### config.mk
export PLATFORM = sky130hd
export DESIGN_NAME = mhpq_ctrl
export DESIGN_NICKNAME = d
export VERILOG_FILES = /design/src/rtl/mhpq_pkg.sv /design/src/rtl/mhpq_ctrl.sv
export SDC_FILE = /design/constraint.sdc
export NUM_CORES = 1
export LEC_CHECK = 0
export ABC_AREA = 1
export BUFFER_PORTS_ARGS = -buffer_cell sky130_fd_sc_hd__buf_4
export CAP_MARGIN = 30
export CORE_ASPECT_RATIO = 0.75
export CORE_UTILIZATION = 35
export CTS_BUF_LIST = sky130_fd_sc_hd__clkbuf_8
export DETAILED_ROUTE_END_ITERATION = 8
export GPL_ROUTABILITY_DRIVEN = 0
export PLACE_DENSITY_LB_ADDON = 0.15
export SLEW_MARGIN = 30
export SYNTH_ARGS = -nofsm -noshare
export SYNTH_HDL_FRONTEND = slang
export SYNTH_SLANG_ARGS = --single-unit
### constraint.sdc
create_clock -name aclk -period 7.5 [get_ports aclk]
set_input_delay 0.75 -clock aclk [delete_from_list [all_inputs] [get_ports aclk]]
set_output_delay 0.75 -clock aclk [all_outputs]
set_load 0.05 [all_outputs]
### src/rtl/mhpq_pkg.sv
// Shared types and codes for the max-heap priority queue unit.
// No dependencies; every other file imports this package.
package mhpq_pkg;

    // Default heap capacity.
    localparam int unsigned CAPACITY_DEF = 256;

    // Request codes.
    localparam logic REQ_PUSH = 1'b0;
    localparam logic REQ_POP  = 1'b1;

    // Status codes.
    localparam logic [1:0] STAT_OK    = 2'd0;
    localparam logic [1:0] STAT_FULL  = 2'd1;
    localparam logic [1:0] STAT_EMPTY = 2'd2;

    // One request item.
    typedef struct packed {
        logic               req_type;
        logic signed [31:0] push_value;
    } mhpq_in_t;

    // One result item.
    typedef struct packed {
        logic signed [31:0] top_value;
        logic [8:0]         entry_count;
        logic               is_empty;
        logic [1:0]         status;
    } mhpq_out_t;

endpackage

### src/rtl/mhpq_ctrl.sv
// Sequencer for push (sift up) and pop (sift down) over the heap store.
// Depends on mhpq_pkg for item types, request and status codes.
module mhpq_ctrl
    import mhpq_pkg::*;
#(
    parameter int unsigned CAPACITY = CAPACITY_DEF
) (
    input  logic                         aclk,
    input  logic                         aresetn,
    input  logic                         s_valid,
    output logic                         s_ready,
    input  mhpq_in_t                     s_data,
    output logic                         m_valid,
    input  logic                         m_ready,
    output mhpq_out_t                    m_data,
    output logic                         ram_we,
    output logic [$clog2(CAPACITY)-1:0]  ram_waddr,
    output logic signed [31:0]           ram_wdata,
    output logic                         ram_re,
    output logic [$clog2(CAPACITY)-1:0]  ram_raddr,
    input  logic signed [31:0]           ram_rdata
);

    localparam int unsigned AW    = $clog2(CAPACITY);
    localparam int unsigned CNT_W = $clog2(CAPACITY + 1);
    localparam int unsigned KW    = AW + 2;

    typedef enum logic [2:0] {
        ST_IDLE,
        ST_UP_CHK,
        ST_UP_CMP,
        ST_PL_WT,
        ST_DN_CHK,
        ST_DN_L,
        ST_DN_R,
        ST_FIN
    } state_t;

    state_t             state_reg;
    logic [AW-1:0]      pos_reg;
    logic signed [31:0] val_reg;
    logic signed [31:0] left_reg;
    logic [AW-1:0]      kid_reg;
    logic               has_r_reg;
    logic [CNT_W-1:0]   count_reg;
    logic signed [31:0] top_reg;
    logic [1:0]         status_reg;
    mhpq_out_t          res_reg;
    logic               m_valid_reg;

    logic [KW-1:0]      kid_w;
    logic [KW-1:0]      kidr_w;
    logic [KW-1:0]      cnt_w;
    logic               kid_in;
    logic               kidr_in;
    logic [AW-1:0]      pm1_w;
    logic [AW-1:0]      parent_w;
    logic [CNT_W-1:0]   cnt_m1_w;
    logic signed [31:0] big_w;
    logic [AW-1:0]      bidx_w;
    logic               sink_w;
    logic               accept_w;
    logic [CNT_W+8:0]   cnt_wide_w;

    // Index arithmetic for the current position.
    always_comb begin
        kid_w    = {1'b0, pos_reg, 1'b1};
        kidr_w   = kid_w + KW'(1);
        cnt_w    = KW'(count_reg);
        kid_in   = kid_w < cnt_w;
        kidr_in  = kidr_w < cnt_w;
        pm1_w    = pos_reg - AW'(1);
        parent_w = pm1_w >> 1;
        cnt_m1_w = count_reg - CNT_W'(1);
    end

    // Larger child: the left one alone, or the right one when strictly larger.
    always_comb begin
        if (state_reg == ST_DN_R && ram_rdata > left_reg) begin
            big_w  = ram_rdata;
            bidx_w = kid_reg + AW'(1);
        end else if (state_reg == ST_DN_R) begin
            big_w  = left_reg;
            bidx_w = kid_reg;
        end else begin
            big_w  = ram_rdata;
            bidx_w = kid_reg;
        end
        sink_w = big_w > val_reg;
    end

    assign s_ready  = (state_reg == ST_IDLE);
    assign accept_w = s_valid && s_ready;

    // Memory port control.
    always_comb begin
        ram_we    = 1'b0;
        ram_waddr = pos_reg;
        ram_wdata = val_reg;
        ram_re    = 1'b0;
        ram_raddr = parent_w;
        unique case (state_reg)
            ST_IDLE: begin
                if (accept_w && s_data.req_type == REQ_POP && count_reg > CNT_W'(1)) begin
                    ram_re    = 1'b1;
                    ram_raddr = cnt_m1_w[AW-1:0];
                end
            end
            ST_UP_CHK: begin
                if (pos_reg == '0) begin
                    ram_we = 1'b1;
                end else begin
                    ram_re = 1'b1;
                end
            end
            ST_UP_CMP: begin
                ram_we = 1'b1;
                if (val_reg > ram_rdata) begin
                    ram_wdata = ram_rdata;
                end
            end
            ST_DN_CHK: begin
                if (!kid_in) begin
                    ram_we = 1'b1;
                end else begin
                    ram_re    = 1'b1;
                    ram_raddr = kid_w[AW-1:0];
                end
            end
            ST_DN_L: begin
                if (has_r_reg) begin
                    ram_re    = 1'b1;
                    ram_raddr = kid_reg + AW'(1);
                end else begin
                    ram_we = 1'b1;
                    if (sink_w) begin
                        ram_wdata = big_w;
                    end
                end
            end
            ST_DN_R: begin
                ram_we = 1'b1;
                if (sink_w) begin
                    ram_wdata = big_w;
                end
            end
            ST_PL_WT, ST_FIN: begin
            end
            default: begin
            end
        endcase
    end

    // State, heap bookkeeping and the result register.
    always_ff @(posedge aclk) begin
        if (!aresetn) begin
            state_reg   <= ST_IDLE;
            count_reg   <= '0;
            m_valid_reg <= 1'b0;
        end else begin
            if (m_valid_reg && m_ready && state_reg != ST_FIN) begin
                m_valid_reg <= 1'b0;
            end
            if (ram_we && ram_waddr == '0) begin
                top_reg <= ram_wdata;
            end
            unique case (state_reg)
                ST_IDLE: begin
                    if (accept_w) begin
                        val_reg <= s_data.push_value;
                        if (s_data.req_type == REQ_PUSH) begin
                            if (count_reg == CNT_W'(CAPACITY)) begin
                                status_reg <= STAT_FULL;
                                state_reg  <= ST_FIN;
                            end else begin
                                status_reg <= STAT_OK;
                                pos_reg    <= count_reg[AW-1:0];
                                count_reg  <= count_reg + CNT_W'(1);
                                state_reg  <= ST_UP_CHK;
                            end
                        end else if (count_reg == '0) begin
                            status_reg <= STAT_EMPTY;
                            state_reg  <= ST_FIN;
                        end else begin
                            status_reg <= STAT_OK;
                            count_reg  <= cnt_m1_w;
                            state_reg  <= (count_reg == CNT_W'(1)) ? ST_FIN : ST_PL_WT;
                        end
                    end
                end
                ST_UP_CHK: begin
                    state_reg <= (pos_reg == '0) ? ST_FIN : ST_UP_CMP;
                end
                ST_UP_CMP: begin
                    if (val_reg > ram_rdata) begin
                        pos_reg   <= parent_w;
                        state_reg <= ST_UP_CHK;
                    end else begin
                        state_reg <= ST_FIN;
                    end
                end
                ST_PL_WT: begin
                    val_reg   <= ram_rdata;
                    pos_reg   <= '0;
                    state_reg <= ST_DN_CHK;
                end
                ST_DN_CHK: begin
                    kid_reg   <= kid_w[AW-1:0];
                    has_r_reg <= kidr_in;
                    state_reg <= kid_in ? ST_DN_L : ST_FIN;
                end
                ST_DN_L: begin
                    left_reg <= ram_rdata;
                    if (has_r_reg) begin
                        state_reg <= ST_DN_R;
                    end else if (sink_w) begin
                        pos_reg   <= bidx_w;
                        state_reg <= ST_DN_CHK;
                    end else begin
                        state_reg <= ST_FIN;
                    end
                end
                ST_DN_R: begin
                    if (sink_w) begin
                        pos_reg   <= bidx_w;
                        state_reg <= ST_DN_CHK;
                    end else begin
                        state_reg <= ST_FIN;
                    end
                end
                ST_FIN: begin
                    if (!m_valid_reg || m_ready) begin
                        res_reg.top_value   <= (count_reg == '0) ? 32'sd0 : top_reg;
                        res_reg.entry_count <= cnt_wide_w[8:0];
                        res_reg.is_empty    <= (count_reg == '0);
                        res_reg.status      <= status_reg;
                        m_valid_reg         <= 1'b1;
                        state_reg           <= ST_IDLE;
                    end
                end
                default: begin
                    state_reg <= ST_IDLE;
                end
            endcase
        end
    end

    assign cnt_wide_w = {9'd0, count_reg};
    assign m_valid    = m_valid_reg;
    assign m_data     = res_reg;

    // The count never passes the capacity.
    a_count_range: assert property (@(posedge aclk) disable iff (!aresetn)
        count_reg <= CNT_W'(CAPACITY))
        else $error("heap count above capacity");

    // Writes land only inside the held part of the heap.
    a_write_held: assert property (@(posedge aclk) disable iff (!aresetn)
        ram_we |-> (CNT_W'(ram_waddr) < count_reg))
        else $error("heap write beyond held entries");

    // A read never meets a write to the same entry in one cycle.
    a_no_rw_clash: assert property (@(posedge aclk) disable iff (!aresetn)
        !(ram_we && ram_re && ram_waddr == ram_raddr))
        else $error("read and write of one entry in one cycle");

    // An accepted push into a heap with room grows the count by one.
    a_push_grows: assert property (@(posedge aclk) disable iff (!aresetn)
        (accept_w && s_data.req_type == REQ_PUSH && count_reg != CNT_W'(CAPACITY))
        |=> (count_reg == $past(count_reg) + CNT_W'(1)))
        else $error("push did not grow the count");

endmodule

# == Yosys cells after proc, flatten, opt, wreduce, memory -nomap -nowiden ==
# Cells that the tools add are included.
# totals
in_bits,69
output_inout_bits,96
regBits,171
# classes
addsub,5
eq_ne,18
muxes,50
reduce_logical,24
order_cmp,6
# ops
operator,count
2-to-1 mux 32 bit,6
greater-than comparator 32 bit,3
case mux 32 bit (3 select lines),1
2-to-1 mux 8 bit,10
case mux 32 bit (2 select lines),1
case mux 8 bit (5 select lines),1
2-to-1 mux 9 bit,3
2-to-1 mux 3 bit,8
case mux 3 bit (8 select lines),1
case mux 8 bit (3 select lines),1
inequality test 2 bit (second input constant),7
== test 3 bit (second input constant),4
2-to-1 mux 1 bit,11
adder 9 x 1 -> 10 bit (second input constant),1
less-than comparator 10 x 9 -> 1 bit,1
2-to-1 mux 2 bit,5
adder 9 x 1 -> 9 bit (second input constant),1
== test 9 x 1 -> 1 bit (second input constant),1
== test 9 bit (second input constant),1
greater-than comparator 9 x 1 -> 1 bit (second input constant),1
zero test 9 bit,1
less-than comparator 9 bit,1
AND reduction 3 bit,3
subtractor 9 x 1 -> 9 bit (second input constant),1
other kinds (18),29

# == Logic depth before layout (Yosys ltp) ==
# Gate-level depths: netlist of the first run.
# depth
word_depth,7
depth_mapped,39

# == Worst setup path before layout of the first run ==
# OpenSTA, ideal clock, no wires.
# synth_timing
path_kind,input -> register
start,input port aresetn
end,"register res_reg (netlist bit m_data[0]), enable pin"
setup_ns,0.555
path_buffers,0
t_arrival_ns,5.058
setup_slack_ns,1.888
stages,2
cell_sequence,inv_1 -> nor4_1
# synth_between
elab_chain_cells,1
# synth_rtl
element,line,source
start: declaration,mhpq_ctrl.sv:9,"input logic aresetn,"
AND reduction 3 bit (no line),-,
end: declaration,mhpq_ctrl.sv:48,mhpq_out_t res_reg;
# No other way between the ends.
# A chain may end at the register's enable or synchronous reset.

# == Worst setup path after layout of the first run ==
# layout_timing
start,register left_reg[9]
end,output port ram_wdata[13]
# layout_between
elab_chain_cells,7
word_cells_on_any_way,8
# layout_rtl
element,line,source
start: declaration,mhpq_ctrl.sv:42,logic signed [31:0] left_reg;
start signal: assignment,mhpq_ctrl.sv:213,left_reg <= ram_rdata;
greater-than comparator 32 bit,mhpq_ctrl.sv:79,if (state_reg == ST_DN_R && ram_rdata > left_reg) begin
logical AND 1 bit,mhpq_ctrl.sv:79,
2-to-1 mux 32 bit (*),mhpq_ctrl.sv:79,
greater-than comparator 32 bit,mhpq_ctrl.sv:89,sink_w = big_w > val_reg;
2-to-1 mux 32 bit (*),"mhpq_ctrl.sv:136, mhpq_ctrl.sv:143",
2-to-1 mux 32 bit,mhpq_ctrl.sv:131,if (has_r_reg) begin
case mux 32 bit (3 select lines) (*),mhpq_ctrl.sv:102,unique case (state_reg)
end: declaration,mhpq_ctrl.sv:18,"output logic signed [31:0] ram_wdata,"
# Mark *: on every way between the ends. The rest lies on a longest branch, timed or not.

==> results.txt, run 1 <==
- Cell mode on critical path: sky130_fd_sc_hd__nand2_1
- Maximum number of pins on one net before global-route repair: 66
* Global-route wire length before repair: 63700 um
- Root cell of the clock tree: sky130_fd_sc_hd__clkbuf_8
* Cts repair resizes: 0
* Slowest-stage cell, CP: sky130_fd_sc_hd__buf_4
- Clock-pin slew was measured on the worst setup and hold paths at 0.11 ns.
- The largest total area in the synthesized netlist belongs to sky130_fd_sc_hd__edfxtp_1.
* TritonCTS clock tree: built
- R2R setup slack: 2.52 ns
- Number of nets with antenna violations after detailed routing: 0
- The number of global-route vias before repair is 10600.
* Slew at the pin closest to its max-slew limit: 0.967 ns
* Cell types with the largest area share after synthesis: sky130_fd_sc_hd__edfxtp_1 38%, sky130_fd_sc_hd__nand2_1 13%, sky130_fd_sc_hd__ha_1 12%
- Max-cap violations in this run came to 0.
- Hold repair after CTS inserted 0 buffers.
- Worst setup EP type: primary output
- Max-Slew Margin vs Limit: 35.3%
* Drt via density: 5.15
* Total standard cell area after synthesis: 12700 um^2
- Across all layers, the routed design uses 11600 vias.
* Wire length per cell after detailed routing: 18.5 um
- Relative contribution of the clock network to total power: 13.3%
- After layout, the worst path uses 83.5% of the clock period.
* Total of warnings raised by yosys: 0
* Result of the run: finished clean
* P_sw: 0.00268 W
* Largest fanout of any net on the critical path: 32
* Net count after synthesis: 1818
- In the final layout, the share of cells above drive strength 1 is 13.4%.
- The worst path in the final design needs a cycle of 6.26 ns, including I/O delays and setup.
- Registers take 5000 um^2.
* Data arrival time of the critical path: 5.51 ns
* Worst Setup Start Kind: register
- Global routing consumed, over all layers together, 22.6% of the routing resources.
* Post-detailed-routing wire length: 41400 um
* Boundary pin count: 165
* Overflow left after global routing: 0
- Initial core utilization: 36.0%
- H-tree depth reported by CTS: 4
- Data required time at the worst endpoint: 6.75 ns
- Buffers added to address setup during post-CTS repair amount to 0.
* Combinational group share of total power: 58.9%
* Leakage: 7.18 nW
- Overall power consumption: 0.00504 W
* Async set or reset register ratio after synthesis: 0%
- Die outline height: 167 um
* Clock sink count: 171
* Worst supply voltage drop on vdd: 0.256 mV
- Number of cells produced by synthesis: 1631
- Number of fillers in the final layout: 3610
- The worst path meets setup with 1.24 ns of slack.
* Synth Register Bits: 171
* Ant diodes: 0
* Die width: 222 um
* Remaining design rule violation count: 0
* Final Hold Slack: 0.453 ns
* Site row count: 59
* DPL Wire Length: 30600 um
* Final max-slew violation count: 0
- Pre-CTS setup slack: 1.38 ns
- No sink is reached through more buffers than the 2 on the longest clock path.
* Skew final: 0.0245 ns
* Summed negative setup slack over all endpoints: 0 ns
* Worst setup path category: reg -> out
* Final-stage net count: 1961
* Insertion delay of the later-clocked pin in the worst-skew pair: 0.51 ns
- The first routing iteration left 1146 violations.
* TritonRoute pass-1 iters: 5
- The die covers 36900 um^2.
- Setup repair after global routing left no endpoint under its margin.
* Main synth FF type: sky130_fd_sc_hd__edfxtp_1
* Portion of the post-synthesis area used by sequential elements: 39.6%
* Mean post-synth cell area: 7.76 um^2
- For this run, the slowest stage of the critical path takes 0.39 ns.
- Count of cell types in the netlist: 43
- Registers are responsible for 27.8% of the overall power.
- The tightest min-delay check is of the reg -> reg type.
- Count of endpoints failing setup in the final report: 0
- Static timing analysis puts the maximum clock frequency at 160 MHz.
- The register with the most flip-flops in the layout has 44 of them.
- Cells fill 41.8% of the core in the end.
- Number of input and output port buffers inserted: 164
- Power density of the placed cells: 343 nW/um^2
- Number of buffers created by CTS: 17
* Switching part of the total power: 53.1%
- Post-synth EDFFs: 158
* Antenna violations before repair: 0
- The number of failing hold endpoints at the final stage came to 0.
* Area share of the largest cell type after synthesis: 37.5%
* Core footprint: 35100 um^2
- By count the netlist is led by 428 x sky130_fd_sc_hd__nand2_1, 276 x sky130_fd_sc_hd__inv_1, 158 x sky130_fd_sc_hd__edfxtp_1.
* Layout Area Growth over Synthesis: 16.2%
- sky130_fd_sc_hd__nand2_1 is the most common cell in the netlist.
- Summing all multi-input logic gate instances after layout gives 6300 um^2.
- Cell internal pwr: 0.00237 W
-- layer usage --
metal	GRT usage (%)	routed length [um]	up-vias
li1	-	-	5642
met1	36.2	21600	5373
met2	29.4	15600	511
met3	5.45	3610	36
met4	5.31	582	0
met5	0	0	-
-- through the flow --
step | cell area (um^2) | instances
5_1_grt | 14700 | 2244
4_1_cts | 14700 | 2244
3_5_place_dp | 14300 | 2212
2_1_floorplan | 12700 | 1631
6_report | 14700 | 2244
3_3_place_gp | 14300 | 2212
-- placed cells by master (no fill, tap or decap), types with 3 or more instances in the layout --
master,n
sky130_fd_sc_hd__a21oi_1,74
sky130_fd_sc_hd__nor2_1,97
sky130_fd_sc_hd__o211ai_1,6
sky130_fd_sc_hd__a21o_1,4
sky130_fd_sc_hd__o21ai_0,57
sky130_fd_sc_hd__and2_1,31
sky130_fd_sc_hd__a22oi_1,36
sky130_fd_sc_hd__nand3_1,157
sky130_fd_sc_hd__inv_2,8
sky130_fd_sc_hd__nor2_2,3
sky130_fd_sc_hd__inv_8,4
sky130_fd_sc_hd__inv_6,3
sky130_fd_sc_hd__clkinv_4,3
sky130_fd_sc_hd__nor3_1,17
sky130_fd_sc_hd__buf_4,179
sky130_fd_sc_hd__clkbuf_8,17
sky130_fd_sc_hd__xor2_1,21
sky130_fd_sc_hd__xnor2_1,3
sky130_fd_sc_hd__nand4_1,19
sky130_fd_sc_hd__ha_1,118
sky130_fd_sc_hd__edfxtp_1,158
sky130_fd_sc_hd__o21ai_1,4
sky130_fd_sc_hd__o21a_1,10
sky130_fd_sc_hd__nand2_1,428
sky130_fd_sc_hd__nor2_4,5
sky130_fd_sc_hd__inv_1,275
sky130_fd_sc_hd__dfxtp_1,13
sky130_fd_sc_hd__a211oi_1,4
sky130_fd_sc_hd__nand3_2,3
sky130_fd_sc_hd__o221ai_1,3
-- cell families after synthesis --
logic type | after synthesis | share of synthesized area (%)
compound gates | 207 | 9.66
xor+xnor | 24 | 1.66
fa+ha+maj | 118 | 11.7
buf+inv | 339 | 10.9
flops | 171 | 39.6
simple gates | 772 | 26.6
-- worst paths after layout --
path | endpoint | cells past startpoint | start
worst max-delay path | ram_wdata[13] | 31 | left_reg[9]
worst min-delay path | m_data[1] | 0 | status_reg[1]
worst max register to register | top_reg[20] | 29 | left_reg[9]
worst min register to register | m_data[1] | 0 | status_reg[1]
-- worst max-delay path, delay by kind of cell, from the launching register on --
| kind | cells | cell delay, ns |
|---|---|---|
| adders and majority gates | 2 | 0.65 |
| buffers and inverters | 6 | 1.30 |
| DFF | 1 | 0.38 |
| AOI/OAI and AO/OA | 1 | 0.24 |
| and+or+nand+nor | 22 | 2.41 |
-- power by group through the flow --
stage | Combinational (W) | Clock [W] | Sequential, W
6_report | 0.00297 | 0.000673 | 0.00140
2_1_floorplan | 0.00198 | 0 | 0.00143
5_1_grt | 0.00323 | 0.000732 | 0.00141
3_3_place_gp | 0.00292 | 0 | 0.00142
4_1_cts | 0.00295 | 0.000695 | 0.00140
3_5_place_dp | 0.00294 | 0 | 0.00142
-- final cells by class --
type / instances / share of cell area (%)
repair buffers: 180 / 9.28
flip-flops and latches: 171 / 34.1
clock buffers: 17 / 1.59
inverters: 283 / 7.23
well taps: 457 / 3.89
clock inverters: 15 / 1.09
multi-input cells: 1121 / 42.9
(Power assumes the default switching activity.)
==> run 2: changes to the inputs <==
Clock period 7.5 ns to 5.7 ns, I/O delays scaled along.
==> run 2 against run 1 <==
- setup slack got worse by 1.0 ns
- first-iteration DRC count rose by 8.6%
- clock power rose by 42%
- global-route usage rose by 0.071 points
- critical path depth rose by 1
- worst hold slack got worse by 0.18 ns
- core utilization rose by 1.5 points
- non-clock buffer count rose by 18
- combinational power rose by 39%
- clock skew rose by 0.0044 ns
- die area did not move
- power rose by 38%
- critical endpoint is now ram_wdata[14]
- largest power group unchanged
- highest routed layer unchanged
==> results.txt, run 2 (synthesized netlist as in run 1, its figures left out) <==
- Number of input and output port buffers inserted: 164
- Hold/Removal Path Class: in -> reg
- For the worst-skew pair, the clock arrives at the later sink with an insertion delay of 0.51 ns.
* Overflow left after global routing: 0
- The number of max-slew violations in the final report came to 0.
- The startpoint identified for the worst register-to-register timing path is left_reg[31].
- In the detailed route, the total length drawn on met2 is 16200 um.
* Flip-flop count of the largest register after layout: 44
- Layout Area Growth over Synthesis: 20.4%
* Max Clk Rate: 183 MHz
* Antenna violations before repair: 0
* Core footprint: 35100 um^2
- Final cycle utilization of the critical path: 95.9%
* Period minus WS final: 5.47 ns
- Cell count after placement: 2222
* Full die area: 36900 um^2
* Maximum number of pins on one net before global-route repair: 66
* Global-route wire length before repair: 63700 um
- The cell that appears most often on the critical path is sky130_fd_sc_hd__nand2_1.
- The number of clock buffers added by TritonCTS is 17.
* Reg-to-reg critical path endpoint: ram_waddr[2]
- The detail route stage leaves a number of antenna-violating nets equal to 0.
- CTS placed an instance of sky130_fd_sc_hd__clkbuf_8 at the clock tree root.
- The tool flagged a number of max-cap violations equal to 0.
- DPL Wire Length: 31400 um
- Summing over every cut layer, the via total after detailed routing is 11700.
- In this run the power density over the cells is 455 nW/um^2.
- IR analysis of the VDD net gives a maximum drop of 0.275 mV.
- Result of the run: finished clean
- In this run the tightest slew margin relative to its limit is 43.6%.
- H-tree depth reported by CTS: 4
* Area of the multi-input gates: 6440 um^2
- Post-route core utilization: 43.4%
* Clock sink count: 171
* Crit-path leading delay family: simple AND/OR/NAND/NOR gates
* Data required time at the worst endpoint: 5.13 ns
* CTS Buffer Depth: 2
- At the placement stage, the worst setup path has a slack of 0.228 ns.
- Number of non-filler instances in the completed layout: 2263
- Fraction of layout cells with a size suffix above 1: 16.8%
- The number of buffers and inverters on the critical path is 7.
- Remaining design rule violation count: 0
- TritonCTS clock tree: built
- TritonRoute pass-1 iters: 5
- Final-stage net count: 1980
* Wire length per cell after detailed routing: 18.8 um
- Summed negative setup slack over all endpoints: 0 ns
- Worst Setup Start Kind: register
- Die width: 222 um
- Skew final: 0.0289 ns
- Depth of the worst register-to-register path: 26
* Leakage: 7.36 nW
- The initial utilization of the core area, before any placement, comes to 36.0%.
* Ant diodes: 0
- The number of failing hold endpoints at the final stage came to 0.
* Worst setup path category: reg -> out
- In this run the register-to-register setup slack is 1.17 ns.
* Largest fanout of any net on the critical path: 17
- Across all setup checks in the final design, the least slack found is 0.233 ns.
* Clock transition at the registers of the reported paths: 0.11 ns
- For this design, the slowest cell found on the critical path is sky130_fd_sc_hd__edfxtp_1.
- The critical path starts at left_reg[31].
* Slew at the pin closest to its max-slew limit: 0.845 ns
- Worst setup EP type: primary output
- Commonest cells after routing, fill and taps aside: 414 x sky130_fd_sc_hd__nand2_1, 261 x sky130_fd_sc_hd__inv_1, 165 x sky130_fd_sc_hd__buf_4
- The filler cells instantiated in the layout total 3596.
* Worst setup path endpoint: ram_wdata[14]
- At the worst endpoint, the arrival time is 4.90 ns.
- Measured along the y axis, the die boundary spans 167 um.
- After detailed routing, the total wire length is 42600 um.
- Boundary pin count: 165
* Number of global-route vias before repair: 10500
* Top layer used by detailed routing: met4
- For this run, the total global-route usage over all layers was measured as 22.7%.
* Leading cell type in the layout, fill and taps excluded: sky130_fd_sc_hd__nand2_1
* Site row count: 59
- M1 WL: 21900 um
* WP depth: 32
- Count of endpoints failing setup in the final report: 0
* Drt via density: 5.18
- Count of routing violations after the opening detailed-route iteration: 1244
- In the final layout, flip-flops and latches occupy 5000 um^2.
* Largest incremental delay on the critical path: 0.34 ns
* Met3 Wirelength: 4010 um
==> run 2: how the worst min path moves through the flow <==
stage                  startpoint      endpoint  cells past startpoint
global route        ram_rdata[26]  left_reg[26]                      1
finish              ram_rdata[26]  left_reg[26]                      1
global placement    status_reg[0]     m_data[0]                      0
CTS                 ram_rdata[26]  left_reg[26]                      1
floorplan           status_reg[0]     m_data[0]                      0
detailed placement  status_reg[1]     m_data[1]                      0
==> run 2: cell type report <==
cell class	count	share of cell area [%]
multi-input cells	1122	42.2
flip-flops and latches	171	32.8
inverters	283	6.97
clock inverters	15	1.32
well taps	457	3.75
repair buffers	198	11.3
clock buffers	17	1.54
==> run 2: repair_timing <==
action,4_1_cts,5_1_grt
buffers inserted,0,6
endpoints found under the setup margin,0,32
gates resized for setup,0,79
hold buffers,0,0
==> run 2: through the flow <==
step | hold slack [ns] | cell area, um^2 | power [W]
floorplan | 0.400 | 12700 | 0.00448
global placement | 0.405 | 14400 | 0.00575
detailed placement | 0.415 | 14400 | 0.00578
CTS | 0.242 | 14900 | 0.00674
global route | 0.243 | 15200 | 0.00736
finish | 0.275 | 15200 | 0.00694
==> run 2: where the power goes <==
group | switching (W) | internal [W]
registers | 0.000210 | 0.00164
clock network | 0.000576 | 0.000380
logic | 0.00289 | 0.00124
==> run 2: metal layers <==
metal,vias to the layer above,global-route usage (%)
met3,39,5.19
met2,529,29.6
li1,5691,-
met1,5458,36.8
met4,0,4.44
met5,-,0
==> run 3: changes to the inputs <==
--- a/config.mk
+++ b/config.mk
@@ -15,4 +15,5 @@
 export GPL_ROUTABILITY_DRIVEN = 0
 export PLACE_DENSITY_LB_ADDON = 0.15
+export SKIP_CTS_REPAIR_TIMING = 1
 export SLEW_MARGIN = 30
 export SYNTH_ARGS = -nofsm -noshare
==> constraint.sdc (replaced) <==
create_clock -name aclk -period 5.7 [get_ports aclk]
set_input_delay 1.14 -clock aclk [delete_from_list [all_inputs] [get_ports aclk]]
set_output_delay 1.14 -clock aclk [all_outputs]
set_load 0.05 [all_outputs]
==> run 3 against run 2 <==
- the run now ends with setup timing left
- cell count up 5.7%
- sequential share of layout area fell by 5.0 points
- setup slack worse by 0.77 ns
- critical path depth up 1
- power is 12% higher
- final area grew 18%
- clock skew is 0.0092 ns lower
- first-iteration DRC count fell by 1.2%
- via count rose by 5.2%
- combinational power rose by 21%
- clock-buffer cell count unchanged
==> results.txt, run 3 (synthesized netlist as in run 1, its figures left out) <==
- Data arrival time of the critical path: 5.09 ns
* Final cycle utilization of the critical path: 109%
- Final max-slew violation count: 0
* Initial core utilization: 36.0%
* Power density of the placed cells: 433 nW/um^2
* Leakage: 8.24 nW
- TritonRoute pass-1 iters: 5
* Number of global-route vias before repair: 11100
- Insertion delay of the later-clocked pin in the worst-skew pair: 0.51 ns
- Clock transition at the registers of the reported paths: 0.09 ns
- Slowest-stage cell, CP: sky130_fd_sc_hd__ha_1
- The internal power of the cells totals 0.00381 W.
- Period minus WS final: 6.23 ns
- Compared with the post-synthesis result, the final layout area differs by 42.0%.
- The number of failing hold endpoints at the final stage came to 0.
* Commonest cells after routing, fill and taps aside: 359 x sky130_fd_sc_hd__nand2_1, 254 x sky130_fd_sc_hd__buf_4, 231 x sky130_fd_sc_hd__inv_1
* Remaining design rule violation count: 0
* Summed negative setup slack over all endpoints: -15.57 ns
- Clock sink count: 171
* Leading cell type in the layout, fill and taps excluded: sky130_fd_sc_hd__nand2_1
- Number of buffers created by CTS: 17
- Cells fill 51.1% of the core in the end.
- Number of nets with antenna violations after detailed routing: 0
* Vias post-DR: 12300
* Worst setup EP type: primary output
- Wire length per cell after detailed routing: 18.9 um
* Worst supply voltage drop on vdd: 0.283 mV
- Largest incremental delay on the critical path: 0.31 ns
* DPL Wire Length: 32200 um
- Overflow left after global routing: 0
- Summed over all layers, the routed wires come to 45200 um.
* Boundary pin count: 165
* Hold/Removal Path Class: reg -> reg
- Full die area: 36900 um^2
* Unrepaired setup endpoints after global routing: true
- Worst setup path category: in -> out
- Number of violations of the max-capacitance limit: 0
- In this run, the number of DRC markers left after iteration 0 of detailed routing was 1229.
* Slew at the pin closest to its max-slew limit: 0.912 ns
- 0 antenna diodes ended up in the layout.
- For the final database, setup skew stands at 0.0197 ns.
- Switching part of the total power: 51.1%
- The first global-routing pass estimated 64900 um of wire.
- Dividing the detail-routed via count by the number of cells gives 5.15.
- Based on the critical path, the design can be clocked at up to 160 MHz.
- The most numerous cell type found on the critical path is sky130_fd_sc_hd__nand2_2.
* CTS Buffer Depth: 2
- Combinational group share of total power: 64.3%
- The initial antenna violation count came to 0.
* Largest fanout of any net on the critical path: 7
- TritonCTS built the clock tree.
* Final Hold Slack: 0.436 ns
- The register with the most flip-flops in the layout has 44 of them.
* Overall global routing resource usage: 23.1%
- In this run the horizontal extent of the chip is 222 um.
* Failing checks: setup timing
- Area post-placement: 15300 um^2
* Worst Setup Start Kind: input port
* Die outline height: 167 um
- Number of input and output port buffers inserted: 164
- The core region is 35100 um^2.
* Final-stage net count: 2108
- Of the total power, registers draw 23.6%.
- Headroom to the max-slew limit came out at 39.1%.
- Entering global routing, the biggest net connects 66 pins.
- Fraction of layout cells with a size suffix above 1: 34.3%
- For the worst setup path, the data required time is 4.56 ns.
- Final non-filler cell area: 18000 um^2
- The tree is rooted in a sky130_fd_sc_hd__clkbuf_8.
* Count of endpoints failing setup in the final report: 32
- Worst path setup slack after routing: -0.534 ns
* P_sw: 0.00398 W
- The run finished, with violations left.
* Site row count: 59
* H-tree depth reported by CTS: 4
* Relative contribution of the clock network to total power: 12.0%
[run 3: changes by cell type in the layout (fill, tap and decap cells not counted), moves of 16 or more]
cell / previous run / this run
sky130_fd_sc_hd__nand3_1: 156 / 76
sky130_fd_sc_hd__nand2_2: 16 / 51
sky130_fd_sc_hd__nand3_2: 3 / 67
sky130_fd_sc_hd__nand2_1: 414 / 359
sky130_fd_sc_hd__buf_4: 165 / 254
sky130_fd_sc_hd__buf_8: 3 / 36
sky130_fd_sc_hd__ha_4: 1 / 39
sky130_fd_sc_hd__nand3_4: 2 / 18
sky130_fd_sc_hd__inv_1: 261 / 231
sky130_fd_sc_hd__nand2_4: 1 / 20
sky130_fd_sc_hd__ha_1: 116 / 79
sky130_fd_sc_hd__inv_2: 22 / 38
[run 3: final timing paths]
kind,from,depth (start not counted),end,slack [ns]
worst max-delay path,ram_rdata[15],33,ram_wdata[15],-0.53
worst max register to register,left_reg[9],34,top_reg[22],1.05
worst min register to register,status_reg[1],0,m_data[1],0.44
worst min-delay path,status_reg[1],0,m_data[1],0.44
[run 3: power by group through the flow]
stage	Combinational, W	Clock (W)	Sequential, W
floorplan	0.00260	0	0.00188
global placement	0.00404	0	0.00186
detailed placement	0.00407	0	0.00186
CTS	0.00408	0.000953	0.00183
global route	0.00534	0.00100	0.00186
finish	0.00501	0.000937	0.00184
[run 3: stage by stage]
| step | worst slack (ns) | power [W] | std cells |
|---|---|---|---|
| 2_1_floorplan | 0.161 | 0.00448 | 1631 |
| 3_3_place_gp | -0.731 | 0.00590 | 2327 |
| 3_5_place_dp | -0.738 | 0.00593 | 2327 |
| 4_1_cts | -0.750 | 0.00687 | 2359 |
| 5_1_grt | -0.736 | 0.00820 | 2391 |
| 6_report | -0.534 | 0.00779 | 2391 |
[run 3: metal layers]
metal,global-route usage [%],vias up,routed length [um],share of wire [%]
li1,-,5957,-,-
met1,35.9,5840,22200,49
met2,31.3,485,18200,40
met3,5.80,43,4190,9.3
met4,5.25,0,619,1.4
met5,0,-,0,0
[run 3: critical path, delay by kind of cell]
family / cells / cell delay (ns)
adder cells (fa/ha/maj): 2 / 0.58
AO/OA/AOI/OAI: 3 / 0.39
buffers and inverters: 9 / 1.15
AND/OR/NAND/NOR: 19 / 1.80
[run 3: layout make-up]
type | count | area, um^2
Fill cell | 3328 | 17200
Multi-Input combinational cell | 1121 | 7810
Sequential cell | 171 | 5000
Timing Repair Buffer | 327 | 3070
Inverter | 283 | 1100
Tap cell | 457 | 572
Clock buffer | 17 | 234
Clock inverter | 15 | 184
